<file path="config.mk">
export PLATFORM = sky130hd
export DESIGN_NAME = numeric_char_ref_to_utf8
export DESIGN_NICKNAME = d
export VERILOG_FILES = /design/src/hdl/ncr_pkg.sv /design/src/hdl/numeric_char_ref_to_utf8.sv /design/src/hdl/ncr_parse.sv /design/src/hdl/ncr_burst.sv
export SDC_FILE = /design/constraint.sdc
export NUM_CORES = 1
export LEC_CHECK = 0
export BUFFER_PORTS_ARGS = -buffer_cell sky130_fd_sc_hd__buf_2
export CAP_MARGIN = 20
export CORE_MARGIN = 4
export CORE_UTILIZATION = 50
export CTS_BUF_LIST = sky130_fd_sc_hd__clkbuf_16
export CTS_CLUSTER_DIAMETER = 80
export CTS_CLUSTER_SIZE = 16
export DETAILED_ROUTE_END_ITERATION = 8
export HOLD_SLACK_MARGIN = 0.05
export PLACE_DENSITY = 0.66
export SYNTH_ARGS = -nofsm -noshare
export SYNTH_HDL_FRONTEND = slang
export SYNTH_SLANG_ARGS = --single-unit
</file>
<file path="constraint.sdc">
create_clock -name clock -period 5.65 [get_ports clock]
set_clock_uncertainty 0.15 [all_clocks]
set_input_delay 0.8475 -clock clock [delete_from_list [all_inputs] [get_ports clock]]
set_output_delay 0.8475 -clock clock [all_outputs]
set_load 0.01 [all_outputs]
</file>
<file path="src/hdl/ncr_pkg.sv">
package ncr_pkg;

   localparam int unsigned MaxResults = 6;

   typedef struct packed {
      logic [MaxResults-1:0][7:0] bytes;
      logic [2:0]                 count;
      logic                       error;
   } burst_type;

   localparam logic [7:0] CharAmp  = 8'h26;
   localparam logic [7:0] CharHash = 8'h23;
   localparam logic [7:0] CharSemi = 8'h3b;
   localparam logic [7:0] CharLowX = 8'h78;
   localparam logic [7:0] CharUpX  = 8'h58;
   localparam logic [7:0] Char0    = 8'h30;
   localparam logic [7:0] Char9    = 8'h39;
   localparam logic [7:0] CharUpA  = 8'h41;
   localparam logic [7:0] CharUpF  = 8'h46;
   localparam logic [7:0] CharLowA = 8'h61;
   localparam logic [7:0] CharLowF = 8'h66;

   localparam logic [7:0] Lead2    = 8'hc0;
   localparam logic [7:0] Lead3    = 8'he0;
   localparam logic [7:0] Lead4    = 8'hf0;
   localparam logic [7:0] Lead5    = 8'hf8;
   localparam logic [7:0] Lead6    = 8'hfc;
   localparam logic [7:0] ContMark = 8'h80;

   // code point (31 bits) to a burst of 1 to 6 utf-8 bytes, first byte in slot 0
   function automatic burst_type utf8_encode(logic [30:0] cp);
      burst_type  res;
      logic [7:0] c0;
      logic [7:0] c1;
      logic [7:0] c2;
      logic [7:0] c3;
      logic [7:0] c4;
      res = '0;
      c0 = ContMark | {2'b00, cp[5:0]};
      c1 = ContMark | {2'b00, cp[11:6]};
      c2 = ContMark | {2'b00, cp[17:12]};
      c3 = ContMark | {2'b00, cp[23:18]};
      c4 = ContMark | {2'b00, cp[29:24]};
      priority if (cp[30:26] != 5'd0) begin
         res.bytes[0] = Lead6 | {7'd0, cp[30]};
         res.bytes[1] = c4;
         res.bytes[2] = c3;
         res.bytes[3] = c2;
         res.bytes[4] = c1;
         res.bytes[5] = c0;
         res.count    = 3'd6;
      end else if (cp[25:21] != 5'd0) begin
         res.bytes[0] = Lead5 | {6'd0, cp[25:24]};
         res.bytes[1] = c3;
         res.bytes[2] = c2;
         res.bytes[3] = c1;
         res.bytes[4] = c0;
         res.count    = 3'd5;
      end else if (cp[20:16] != 5'd0) begin
         res.bytes[0] = Lead4 | {5'd0, cp[20:18]};
         res.bytes[1] = c2;
         res.bytes[2] = c1;
         res.bytes[3] = c0;
         res.count    = 3'd4;
      end else if (cp[15:11] != 5'd0) begin
         res.bytes[0] = Lead3 | {4'd0, cp[15:12]};
         res.bytes[1] = c1;
         res.bytes[2] = c0;
         res.count    = 3'd3;
      end else if (cp[10:7] != 4'd0) begin
         res.bytes[0] = Lead2 | {3'd0, cp[10:6]};
         res.bytes[1] = c0;
         res.count    = 3'd2;
      end else begin
         res.bytes[0] = {1'b0, cp[6:0]};
         res.count    = 3'd1;
      end
      return res;
   endfunction

endpackage

</file>
<file path="src/hdl/numeric_char_ref_to_utf8.sv">
// Numeric character reference decoder with UTF-8 output.
// Request channel: req_valid / req_stall carry one text byte (req_in_byte).
// Response channel: rsp_valid / rsp_stall carry one output byte with
// rsp_last (final byte caused by that request) and rsp_error (malformed or
// overflowed reference; the offending byte is returned, alone).
// Plain bytes pass through; &#ddd; and &#xhh; become 1 to 6 UTF-8 bytes.
// A request that yields results shows its first byte in the cycle after it
// is accepted. Bytes of a burst leave at one per cycle from the output
// shift register while rsp_stall is low; a new request is taken every
// cycle the register is empty or giving up its last byte. Requests that
// yield nothing (inside a reference) are taken one per cycle while the
// output register is free. The output register is the only rate limit:
// throughput is one request per cycle for plain text while rsp_stall is low.
// Reset (synchronous) empties the output register and returns the parser
// to plain text. While rsp_stall is high the shown byte holds, and
// req_stall rises once the output register is busy.
module numeric_char_ref_to_utf8 (
   input  logic       clock,
   input  logic       reset,
   input  logic       req_valid,
   output logic       req_stall,
   input  logic [7:0] req_in_byte,
   output logic       rsp_valid,
   input  logic       rsp_stall,
   output logic [7:0] rsp_out_byte,
   output logic       rsp_last,
   output logic       rsp_error
);

   ncr_pkg::burst_type burst;
   logic               free;
   logic               accept;

   assign req_stall = !free;
   assign accept    = req_valid && free;

   ncr_parse u_parse (
      .clock   (clock),
      .reset   (reset),
      .accept  (accept),
      .in_byte (req_in_byte),
      .burst   (burst)
   );

   ncr_burst u_burst (
      .clock        (clock),
      .reset        (reset),
      .load         (accept),
      .load_burst   (burst),
      .free         (free),
      .rsp_valid    (rsp_valid),
      .rsp_stall    (rsp_stall),
      .rsp_out_byte (rsp_out_byte),
      .rsp_last     (rsp_last),
      .rsp_error    (rsp_error)
   );

endmodule

</file>
<file path="src/hdl/ncr_parse.sv">
module ncr_parse (
   input  logic               clock,
   input  logic               reset,
   input  logic               accept,
   input  logic [7:0]         in_byte,
   output ncr_pkg::burst_type burst
);

   typedef enum logic [2:0] {
      ModeIdle = 3'd0,
      ModeAmp  = 3'd1,
      ModeHash = 3'd2,
      ModeHex  = 3'd3,
      ModeDec  = 3'd4
   } mode_type;

   mode_type    mode_ff;
   mode_type    mode_in;
   logic [30:0] acc_ff;
   logic [30:0] acc_in;

   logic        use_hex;
   logic        in_ref;
   logic        is_dec;
   logic        is_hex_letter;
   logic        is_digit;
   logic [3:0]  digit;
   logic [34:0] hex_sum;
   logic [34:0] dec_sum;
   logic [34:0] sum;
   logic        over;

   always_comb begin
      use_hex       = (mode_ff == ModeHex);
      in_ref        = (mode_ff == ModeHash) || (mode_ff == ModeHex) || (mode_ff == ModeDec);
      is_dec        = (in_byte >= ncr_pkg::Char0) && (in_byte <= ncr_pkg::Char9);
      is_hex_letter = ((in_byte >= ncr_pkg::CharUpA) && (in_byte <= ncr_pkg::CharUpF)) ||
                      ((in_byte >= ncr_pkg::CharLowA) && (in_byte <= ncr_pkg::CharLowF));
      is_digit      = is_dec || (use_hex && is_hex_letter);
      // letters a-f and A-F both carry 1..6 in the low nibble
      digit         = is_dec ? in_byte[3:0] : (in_byte[3:0] + 4'd9);
      hex_sum       = {acc_ff, 4'd0} + {31'd0, digit};
      dec_sum       = {1'b0, acc_ff, 3'd0} + {3'd0, acc_ff, 1'b0} + {31'd0, digit};
      sum           = use_hex ? hex_sum : dec_sum;
      over          = (sum[34:31] != 4'd0);

      burst   = '0;
      mode_in = mode_ff;
      acc_in  = acc_ff;

      priority if (mode_ff == ModeAmp) begin
         if (in_byte == ncr_pkg::CharHash) begin
            mode_in = ModeHash;
            acc_in  = '0;
         end else if (in_byte == ncr_pkg::CharAmp) begin
            burst.bytes[0] = ncr_pkg::CharAmp;
            burst.count    = 3'd1;
         end else begin
            mode_in        = ModeIdle;
            burst.bytes[0] = ncr_pkg::CharAmp;
            burst.bytes[1] = in_byte;
            burst.count    = 3'd2;
         end
      end else if (in_ref) begin
         if ((mode_ff == ModeHash) &&
             ((in_byte == ncr_pkg::CharLowX) || (in_byte == ncr_pkg::CharUpX))) begin
            mode_in = ModeHex;
            acc_in  = '0;
         end else if (in_byte == ncr_pkg::CharSemi) begin
            burst   = ncr_pkg::utf8_encode(acc_ff);
            mode_in = ModeIdle;
            acc_in  = '0;
         end else if (!is_digit || over) begin
            burst.bytes[0] = in_byte;
            burst.count    = 3'd1;
            burst.error    = 1'b1;
            mode_in        = ModeIdle;
            acc_in         = '0;
         end else begin
            acc_in  = sum[30:0];
            mode_in = use_hex ? ModeHex : ModeDec;
         end
      end else begin
         acc_in = '0;
         if (in_byte == ncr_pkg::CharAmp) begin
            mode_in = ModeAmp;
         end else begin
            mode_in        = ModeIdle;
            burst.bytes[0] = in_byte;
            burst.count    = 3'd1;
         end
      end
   end

   always_ff @(posedge clock) begin
      if (reset) begin
         mode_ff <= ModeIdle;
         acc_ff  <= '0;
      end else if (accept) begin
         mode_ff <= mode_in;
         acc_ff  <= acc_in;
      end
   end

endmodule

</file>
<file path="src/hdl/ncr_burst.sv">
module ncr_burst (
   input  logic               clock,
   input  logic               reset,
   input  logic               load,
   input  ncr_pkg::burst_type load_burst,
   output logic               free,
   output logic               rsp_valid,
   input  logic               rsp_stall,
   output logic [7:0]         rsp_out_byte,
   output logic               rsp_last,
   output logic               rsp_error
);

   logic [ncr_pkg::MaxResults-1:0][7:0] bytes_ff;
   logic [ncr_pkg::MaxResults-1:0][7:0] bytes_in;
   logic [2:0]                          count_ff;
   logic [2:0]                          count_in;
   logic                                error_ff;
   logic                                error_in;
   logic                                taking;

   assign rsp_valid    = (count_ff != 3'd0);
   assign rsp_out_byte = bytes_ff[0];
   assign rsp_last     = (count_ff == 3'd1);
   assign rsp_error    = error_ff;
   assign taking       = rsp_valid && !rsp_stall;
   // room for a new request once the last byte of the current burst leaves
   assign free         = (count_ff == 3'd0) || (taking && (count_ff == 3'd1));

   always_comb begin
      bytes_in = bytes_ff;
      count_in = count_ff;
      error_in = error_ff;
      if (load) begin
         bytes_in = load_burst.bytes;
         count_in = load_burst.count;
         error_in = load_burst.error;
      end else if (taking) begin
         bytes_in = bytes_ff >> 8;
         count_in = count_ff - 3'd1;
      end
   end

   always_ff @(posedge clock) begin
      bytes_ff <= bytes_in;
      error_ff <= error_in;
      if (reset) begin
         count_ff <= 3'd0;
      end else begin
         count_ff <= count_in;
      end
   end

endmodule

</file>
After elaboration in Yosys (flattened, before gate mapping)
Cells that the tools add are included.
{"block": "op_classes", "magnitude_cmp": 6, "n_bitwise": 1, "n_addsub": 5, "mux": 47, "eq_ne": 12, "reduce_logical": 30}
{"operator": "two-way mux 43 bit", "count": 5}
{"operator": "two-way mux 31 bit", "count": 6}
{"operator": "two-way mux 48 bit", "count": 2}
{"operator": "two-way mux 40 bit", "count": 2}
{"operator": "adder 35 x 4 -> 35 bit", "count": 2}
{"operator": "two-way mux 35 bit", "count": 2}
{"operator": "two-way mux 19 bit", "count": 3}
{"operator": "two-way mux 52 bit", "count": 1}
{"operator": "two-way mux 8 bit", "count": 6}
{"operator": "adder 34 x 32 -> 35 bit", "count": 1}
{"operator": "two-way mux 11 bit", "count": 3}
{"operator": "two-way mux 32 bit", "count": 1}
{"operator": "two-way mux 3 bit", "count": 10}
{"operator": "two-way mux 27 bit", "count": 1}
{"operator": "equality test 8 x 6 -> 1 bit, second input constant", "count": 3}
{"operator": "two-way mux 12 bit", "count": 2}
{"operator": "nonzero test 5 bit", "count": 4}
{"operator": "equality test 8 x 7 -> 1 bit, second input constant", "count": 2}
{"operator": "greater-or-equal comparator 8 x 7 -> 1 bit, second input constant", "count": 2}
{"operator": "<= comparator 8 x 7 -> 1 bit, second input constant", "count": 2}
{"operator": "greater-or-equal comparator 8 x 6 -> 1 bit, second input constant", "count": 1}
{"operator": "<= comparator 8 x 6 -> 1 bit, second input constant", "count": 1}
{"operator": "logical AND 1 bit", "count": 8}
{"operator": "nonzero test 4 bit", "count": 2}
{"operator": "other kinds (18)", "count": 29}
{"block": "totals", "regBits": 86, "elab_cells": 111}

Longest topological paths before layout
{"block": "logic_depth", "depth_word": 15, "mapped_depth": 23, "ltp_nobuf": 21}

Cells and area by module
Synthesis repeated with hierarchy kept, for this count alone.
{"block": "unflattened", "hier_cells": 893, "area_unflattened_um2": 7658.6}
{"module": "ncr_parse", "area_each_um2": 5363.9, "n_inst": 1, "cells_each": 752}
{"module": "ncr_burst", "area_each_um2": 2284.7, "n_inst": 1, "cells_each": 139}
{"module": "numeric_char_ref_to_utf8", "area_each_um2": 10.0, "n_inst": 1, "cells_each": 2}

Worst setup path after synthesis
Ideal clock, no wire load.
{"block": "synth_path", "path_type": "input -> register", "startpoint": "in req_in_byte[0]", "endpoint": "reg u_parse.acc_ff[12]", "cell_stages": 21, "setup_time_ns": 0.086, "arrival_time_ns": 4.868, "required_ns": 5.414, "setup_slack_ns": 0.545, "n_path_buf": 1, "cell_sequence": "inv_1 > ha_1 > nor2_1 > o21ai_0 > and3_1 > clkbuf_1 > a31oi_1 > xnor2_1 > fa_1 > inv_1 > fa_1 > nand2b_1 > a21o_1 > a21oi_2 > and3_1 > or2_1 > a311oi_2 > xnor2_2 > nand3_2 > or3b_1 > a221oi_2"}
{"block": "synth_via", "elab_chain_len": 12, "word_cells_on_any_way": 33, "classes_between": "add/sub (3); order compare (6); eq/ne (5); mux (7); reduce/logical (12)"}
{"item": "start, declared", "line": "numeric_char_ref_to_utf8.sv:22", "source": "input logic [7:0] req_in_byte,"}
{"item": "greater-or-equal comparator 8 x 6 -> 1 bit (tied with other cells)", "line": "ncr_parse.sv:36", "source": "is_dec = (in_byte >= ncr_pkg::Char0) && (in_byte <= ncr_pkg::Char9);"}
{"item": "logical AND 1 bit (on tied branches)", "line": "ncr_parse.sv:36, ncr_parse.sv:37, ncr_parse.sv:38"}
{"item": "two-way mux 4 bit or logical OR 1 bit (tied branches)", "line": "ncr_parse.sv:41, ncr_parse.sv:37"}
{"item": "adder 35 x 4 -> 35 bit (tied with other cells)", "line": "ncr_parse.sv:43", "source": "dec_sum = {1'b0, acc_ff, 3'd0} + {3'd0, acc_ff, 1'b0} + {31'd0, digit};"}
{"item": "two-way mux 35 bit or logical OR 1 bit (tied branches)", "line": "ncr_parse.sv:44, ncr_parse.sv:39"}
{"item": "nonzero test 4 bit or logical NOT 1 bit (tied branches)", "line": "ncr_parse.sv:45, ncr_parse.sv:73"}
{"item": "logical OR 1 bit", "line": "ncr_parse.sv:73", "source": "end else if (!is_digit || over) begin"}
{"item": "two-way mux 31 bit", "line": "ncr_parse.sv:73"}
{"item": "two-way mux 31 bit", "line": "ncr_parse.sv:69", "source": "end else if (in_byte == ncr_pkg::CharSemi) begin"}
{"item": "two-way mux 31 bit", "line": "ncr_parse.sv:65", "source": "if ((mode_ff == ModeHash) &&"}
{"item": "two-way mux 31 bit", "line": "ncr_parse.sv:64", "source": "end else if (in_ref) begin"}
{"item": "two-way mux 31 bit", "line": "ncr_parse.sv:51", "source": "priority if (mode_ff == ModeAmp) begin"}
{"item": "end signal, assigned", "line": "ncr_parse.sv:101", "source": "acc_ff <= acc_in;"}
{"item": "end, declared", "line": "ncr_parse.sv:19", "source": "logic [30:0] acc_ff;"}
Parallel ways exist; a longest one is shown, timed or not.
A chain may end at the register's enable or synchronous reset.

==> flow_summary_export.csv <==
group,metric,value,unit
synth,synth_async_sr_flop_share,0,%
critical_path,reg2reg_from,"u_parse.acc_ff[0]",
synth,syn-mean-instance-area,8.16,sq um
layout,num-nets-final,969,
min_path,min-delay-path-class,"flop to flop",
timing,finalCritPeriodShare,93.5,%
layout,flow.area_growth_from_synthesis,6.79,%
die,coreArea,14100,sq um
pwr,leakagePower,3.19,nW
global_routing,grtUsageTotal,27.1,%
pwr,power_internal,1.42,mW
placement,number_of_cells_in_the_design_after_placement,1054,
synth,postSynthRegisterBits,82,
critical_path,worst_r2r_path_depth,12,
layout,antennaDiodeCount,0,
min_path,hp-start,"u_burst.bytes_ff[43]",
min_path,worst_hold_path.endpoint,"u_burst.bytes_ff[35]",
timing,hold_viol_final,0,
die,floorplan.io_pins,24,
synth,synth_adder_area_share,12.3,%
min_path,worst_hold_path_cells,2,
critical_path,critical_path.max_fanout,6,
global_routing,grt_pass1_vias,6844,
global_routing,grt_max_degree,40,
synth,synth-compound-area-share,29.0,%
flow_run,cap_viol_max_count,0,
synth,top_reg_cell_synth,"sky130_fd_sc_hd__edfxtp_1",
timing,slew_viol_final,0,
timing,setup-tns-final,0,ns
synth,synthDistinctLibCells,72,
clock_tree,cts.sink_count,82,
route,vias_per_cell,6.66,
synth,synthesis.yosys.warnings,0,
critical_path,timing_worst_setup_path_type,"primary input to flop",
critical_path,worst_path_largest_cell_delay,0.51,ns
critical_path,cp_cell_sequence,"buf_2 > inv_1 > ha_1 > nor2_1 > o21ai_0 > and3_1 > a31oi_1 > xnor2_1 > fa_1 > ha_1 > a211oi_1 > o21ai_1 > o2111ai_2 > a41oi_1 > o21ai_2 > xor2_1 > and4bb_1 > a31oi_4 > nand2_1 > a41oi_1",
timing,setup-violations-final,0,
clock_tree,cts_buffer_depth,2,
route,remaining_drc_errors,0,
clock_tree,post_cts_resize_count,0,
timing,grt_setup_unrepaired,"no",
critical_path,regToRegSetupSlack,1.46,ns
die,std_cell_rows,43,
pwr,share_seq_of_total_power,45.5,%
route,first_iter_violations,754,
critical_path,start_kind,"primary input",
die,chipWidth,129,um
critical_path,crit_family,"compound AO/OA/AOI/OAI gates",
critical_path,critical_path.reg2reg.endpoint,"u_burst.rsp_out_byte[4]",
die,design.die.area,16700,sq um
layout,fillers,1303,
clock_tree,number_of_h_tree_levels,3,
critical_path,required,5.52,ns
global_routing,globalRouteOverflowTotal,0,
timing,final_critical_delay_including_setup_and_external_delays,5.28,ns
critical_path,critical_path_capture_point_type,"flop",
clock_tree,cts-root-buf,"sky130_fd_sc_hd__clkbuf_16",
layout,layoutNonFillerInstCount,1071,
synth,synthXorXnorAreaFrac,3.69,%
synth,synth_enable_flop_cells,45,
critical_path,critical-path-slowest-cell,"sky130_fd_sc_hd__fa_1",
synth,synth_sequential_area_ratio,28.5,%
placement,globalplace.congestion,1.02,
synth,syn-num-nets,981,
pwr,ir_worst_vdd,0.155,mV
synth,syn-instance-count,898,
pwr,power_frac_comb,26.9,%
route,wire_per_inst,21.2,um
route,final_antenna_net_count,0,
synth,synth-simple-area-share,19.6,%
placement,place.port_buffers,23,
clock_tree,cts_setup_buffers,0,
pwr,share_clk_of_total_power,27.6,%
outcome,status,"finished, final reports clean",
die,die_height,129,um
clock_tree,worstSkewPairLatency,0.35,ns
pwr,switchingPower,0.689,mW
critical_path,worst_ep_arrival_time,5.16,ns
route,drt_pass1_iterations,5,
global_routing,global_route_wire_length_before_repair,35.9,mm
global_routing,antenna_found_initial,0,
clock_tree,tritoncts_clock_tree,"yes",
clock_tree,cts_buffers,9,
synth,mux_share_of_post_synthesis_cell_area,1.25,%
synth,mappedNetlistArea,7330,sq um
clock_tree,clk_transition_reported_paths,0.06,ns
critical_path,crit_buf_inv,2,
route,routed_wirelength,22.7,mm
clock_tree,cts_hold_buffers,0,
timing,max_slew.worst_pin.slew,0.876,ns
pwr,power.switching_fraction,32.6,%
synth,synth_top_family_by_area,"compound AO/OA/AOI/OAI gates",
pwr,power.density_cell_area,270,nW/um^2
die,initial_core_util,52.0,%
timing,max_freq,0.189,GHz
timing,max_slew_margin,41.5,%
placement,hpwl,16.4,mm
route,num_vias,7129,
layout,layout-drive-gt1-share,9.88,%
## registers in the layout, summed over array words and instances (netlist names)
| register | flops |
|---|---|
| u_burst.bytes_ff | 36 |
| u_parse.acc_ff | 31 |
| u_burst.rsp_out_byte | 8 |
| u_burst.count_ff | 3 |
| u_parse.mode_ff | 3 |
| u_burst.rsp_error | 1 |
## per-layer routing
layer,vias up,global-route usage (%),wire [um]
met5,-,0,0
met2,303,44.9,10600
met4,0,12.4,827
li1,3347,-,-
met3,72,4.12,1610
met1,3407,34.8,9640
## tightest hold or removal path, delay by kind of cell (launching register included)
family,cells,cell delay (ns)
DFF,1,0.32
AOI/OAI and AO/OA,1,0.06
and+or+nand+nor,1,0.04
## cell type report
class	instances	area [sq um]	share of cell area [%]
flip-flops and latches	82	2090	26.7
clock inverters	7	62.6	0.799
inverters	24	90.1	1.15
well taps	180	225	2.88
clock buffers	9	225	2.88
multi-input cells	722	4840	61.8
repair buffers	47	293	3.74
## cells in the mapped netlist, drive strengths merged, types with 3 or more instances
master,n,area [sq um]
nor2b,7,43.8
o21ai,66,334
or2,3,18.8
nand4,17,106
o211ai,9,67.6
or3,6,37.5
a31oi,20,140
a32oi,4,35.0
nand3,24,130
a21oi,78,405
o211a,11,110
buf,22,140
nor2,58,218
o31ai,7,52.6
a221oi,24,223
inv,24,90.1
a311oi,6,58.8
nor3,19,95.1
clkbuf,48,180
o21bai,8,60.1
a22o,6,52.6
and2,10,62.6
xnor2,23,209
dfxtp,37,741
nand2,116,435
a22oi,3,22.5
xor2,7,61.3
edfxtp,45,1350
nor4,7,43.8
a21o,15,113
and3,17,106
ha,69,863
a211oi,16,155
nand2b,10,62.6
a21boi,17,128
mux2i,8,80.1
## kinds of logic (layout without fill, tap and decap cells)
| logic type | after synthesis | in the layout |
|---|---|---|
| AOI/OAI and AO/OA | 309 | 309 |
| xor gates and xnor gates | 30 | 30 |
| adders and majority gates | 71 | 71 |
| buffers and inverters | 94 | 87 |
| DFF | 82 | 82 |
| muxes | 9 | 9 |
| and+or+nand+nor | 303 | 303 |
## per-stage QoR
stage / area [sq um] / setup slack [ns] / utilization [%] / total power [mW] / hold WS (ns)
global placement: 7530 / 0.234 / 53.4 / 1.52 / 0.353
floorplan: 7330 / 0.545 / - / 1.37 / 0.328
finish: 7830 / 0.368 / 55.5 / 2.11 / 0.373
global route: 7830 / 0.0641 / 55.5 / 2.22 / 0.392
detailed placement: 7530 / 0.000170 / 53.4 / 1.54 / 0.359
CTS: 7820 / 0.344 / 55.5 / 2.12 / 0.375
## worst max path at each step
stage | slack (ns) | startpoint | depth (start not counted) | to
2_1_floorplan | 0.55 | req_in_byte[0] | 21 | u_parse.acc_ff[12]
3_3_place_gp | 0.23 | req_in_byte[0] | 20 | u_burst.rsp_out_byte[4]
3_5_place_dp | 0.0002 | req_in_byte[0] | 20 | u_burst.rsp_out_byte[4]
4_1_cts | 0.34 | req_in_byte[0] | 20 | u_burst.rsp_out_byte[4]
5_1_grt | 0.06 | req_in_byte[0] | 20 | u_parse.acc_ff[11]
6_report | 0.37 | req_in_byte[0] | 20 | u_burst.rsp_out_byte[4]
## cells in the final DEF, fill, tap and decap left out, types with 5 or more instances in the layout
| cell | n |
|---|---|
| sky130_fd_sc_hd__nand2_1 | 116 |
| sky130_fd_sc_hd__a21oi_1 | 74 |
| sky130_fd_sc_hd__ha_1 | 69 |
| sky130_fd_sc_hd__o21ai_0 | 61 |
| sky130_fd_sc_hd__nor2_1 | 58 |
| sky130_fd_sc_hd__edfxtp_1 | 45 |
| sky130_fd_sc_hd__dfxtp_1 | 37 |
| sky130_fd_sc_hd__inv_1 | 26 |
| sky130_fd_sc_hd__buf_2 | 24 |
| sky130_fd_sc_hd__buf_4 | 23 |
| sky130_fd_sc_hd__xnor2_1 | 22 |
| sky130_fd_sc_hd__nand3_1 | 22 |
| sky130_fd_sc_hd__a221oi_1 | 22 |
| sky130_fd_sc_hd__nor3_1 | 19 |
| sky130_fd_sc_hd__a31oi_1 | 19 |
| sky130_fd_sc_hd__and3_1 | 17 |
| sky130_fd_sc_hd__nand4_1 | 17 |
| sky130_fd_sc_hd__a21boi_0 | 17 |
| sky130_fd_sc_hd__a21o_1 | 15 |
| sky130_fd_sc_hd__o211a_1 | 11 |
| sky130_fd_sc_hd__nand2b_1 | 10 |
| sky130_fd_sc_hd__and2_1 | 10 |
| sky130_fd_sc_hd__o211ai_1 | 9 |
| sky130_fd_sc_hd__a211oi_1 | 9 |
| sky130_fd_sc_hd__clkbuf_16 | 9 |
| sky130_fd_sc_hd__mux2i_1 | 8 |
| sky130_fd_sc_hd__o21bai_1 | 8 |
| sky130_fd_sc_hd__nor4_1 | 7 |
| sky130_fd_sc_hd__o31ai_1 | 7 |
| sky130_fd_sc_hd__a211oi_2 | 7 |
| sky130_fd_sc_hd__xor2_1 | 7 |
| sky130_fd_sc_hd__nor2b_1 | 6 |
| sky130_fd_sc_hd__a22o_1 | 6 |
| sky130_fd_sc_hd__or3_1 | 6 |
| sky130_fd_sc_hd__a311oi_1 | 5 |
## power groups by stage
stage / clock [mW] / sequential, mW / combinational, mW
after floorplan: 0 / 0.955 / 0.416
after global placement: 0 / 0.971 / 0.552
after detailed placement: 0 / 0.973 / 0.568
after CTS: 0.587 / 0.962 / 0.568
after global routing: 0.611 / 0.974 / 0.634
final: 0.583 / 0.961 / 0.569
No activity file was read; power rests on OpenSTA's default activity.
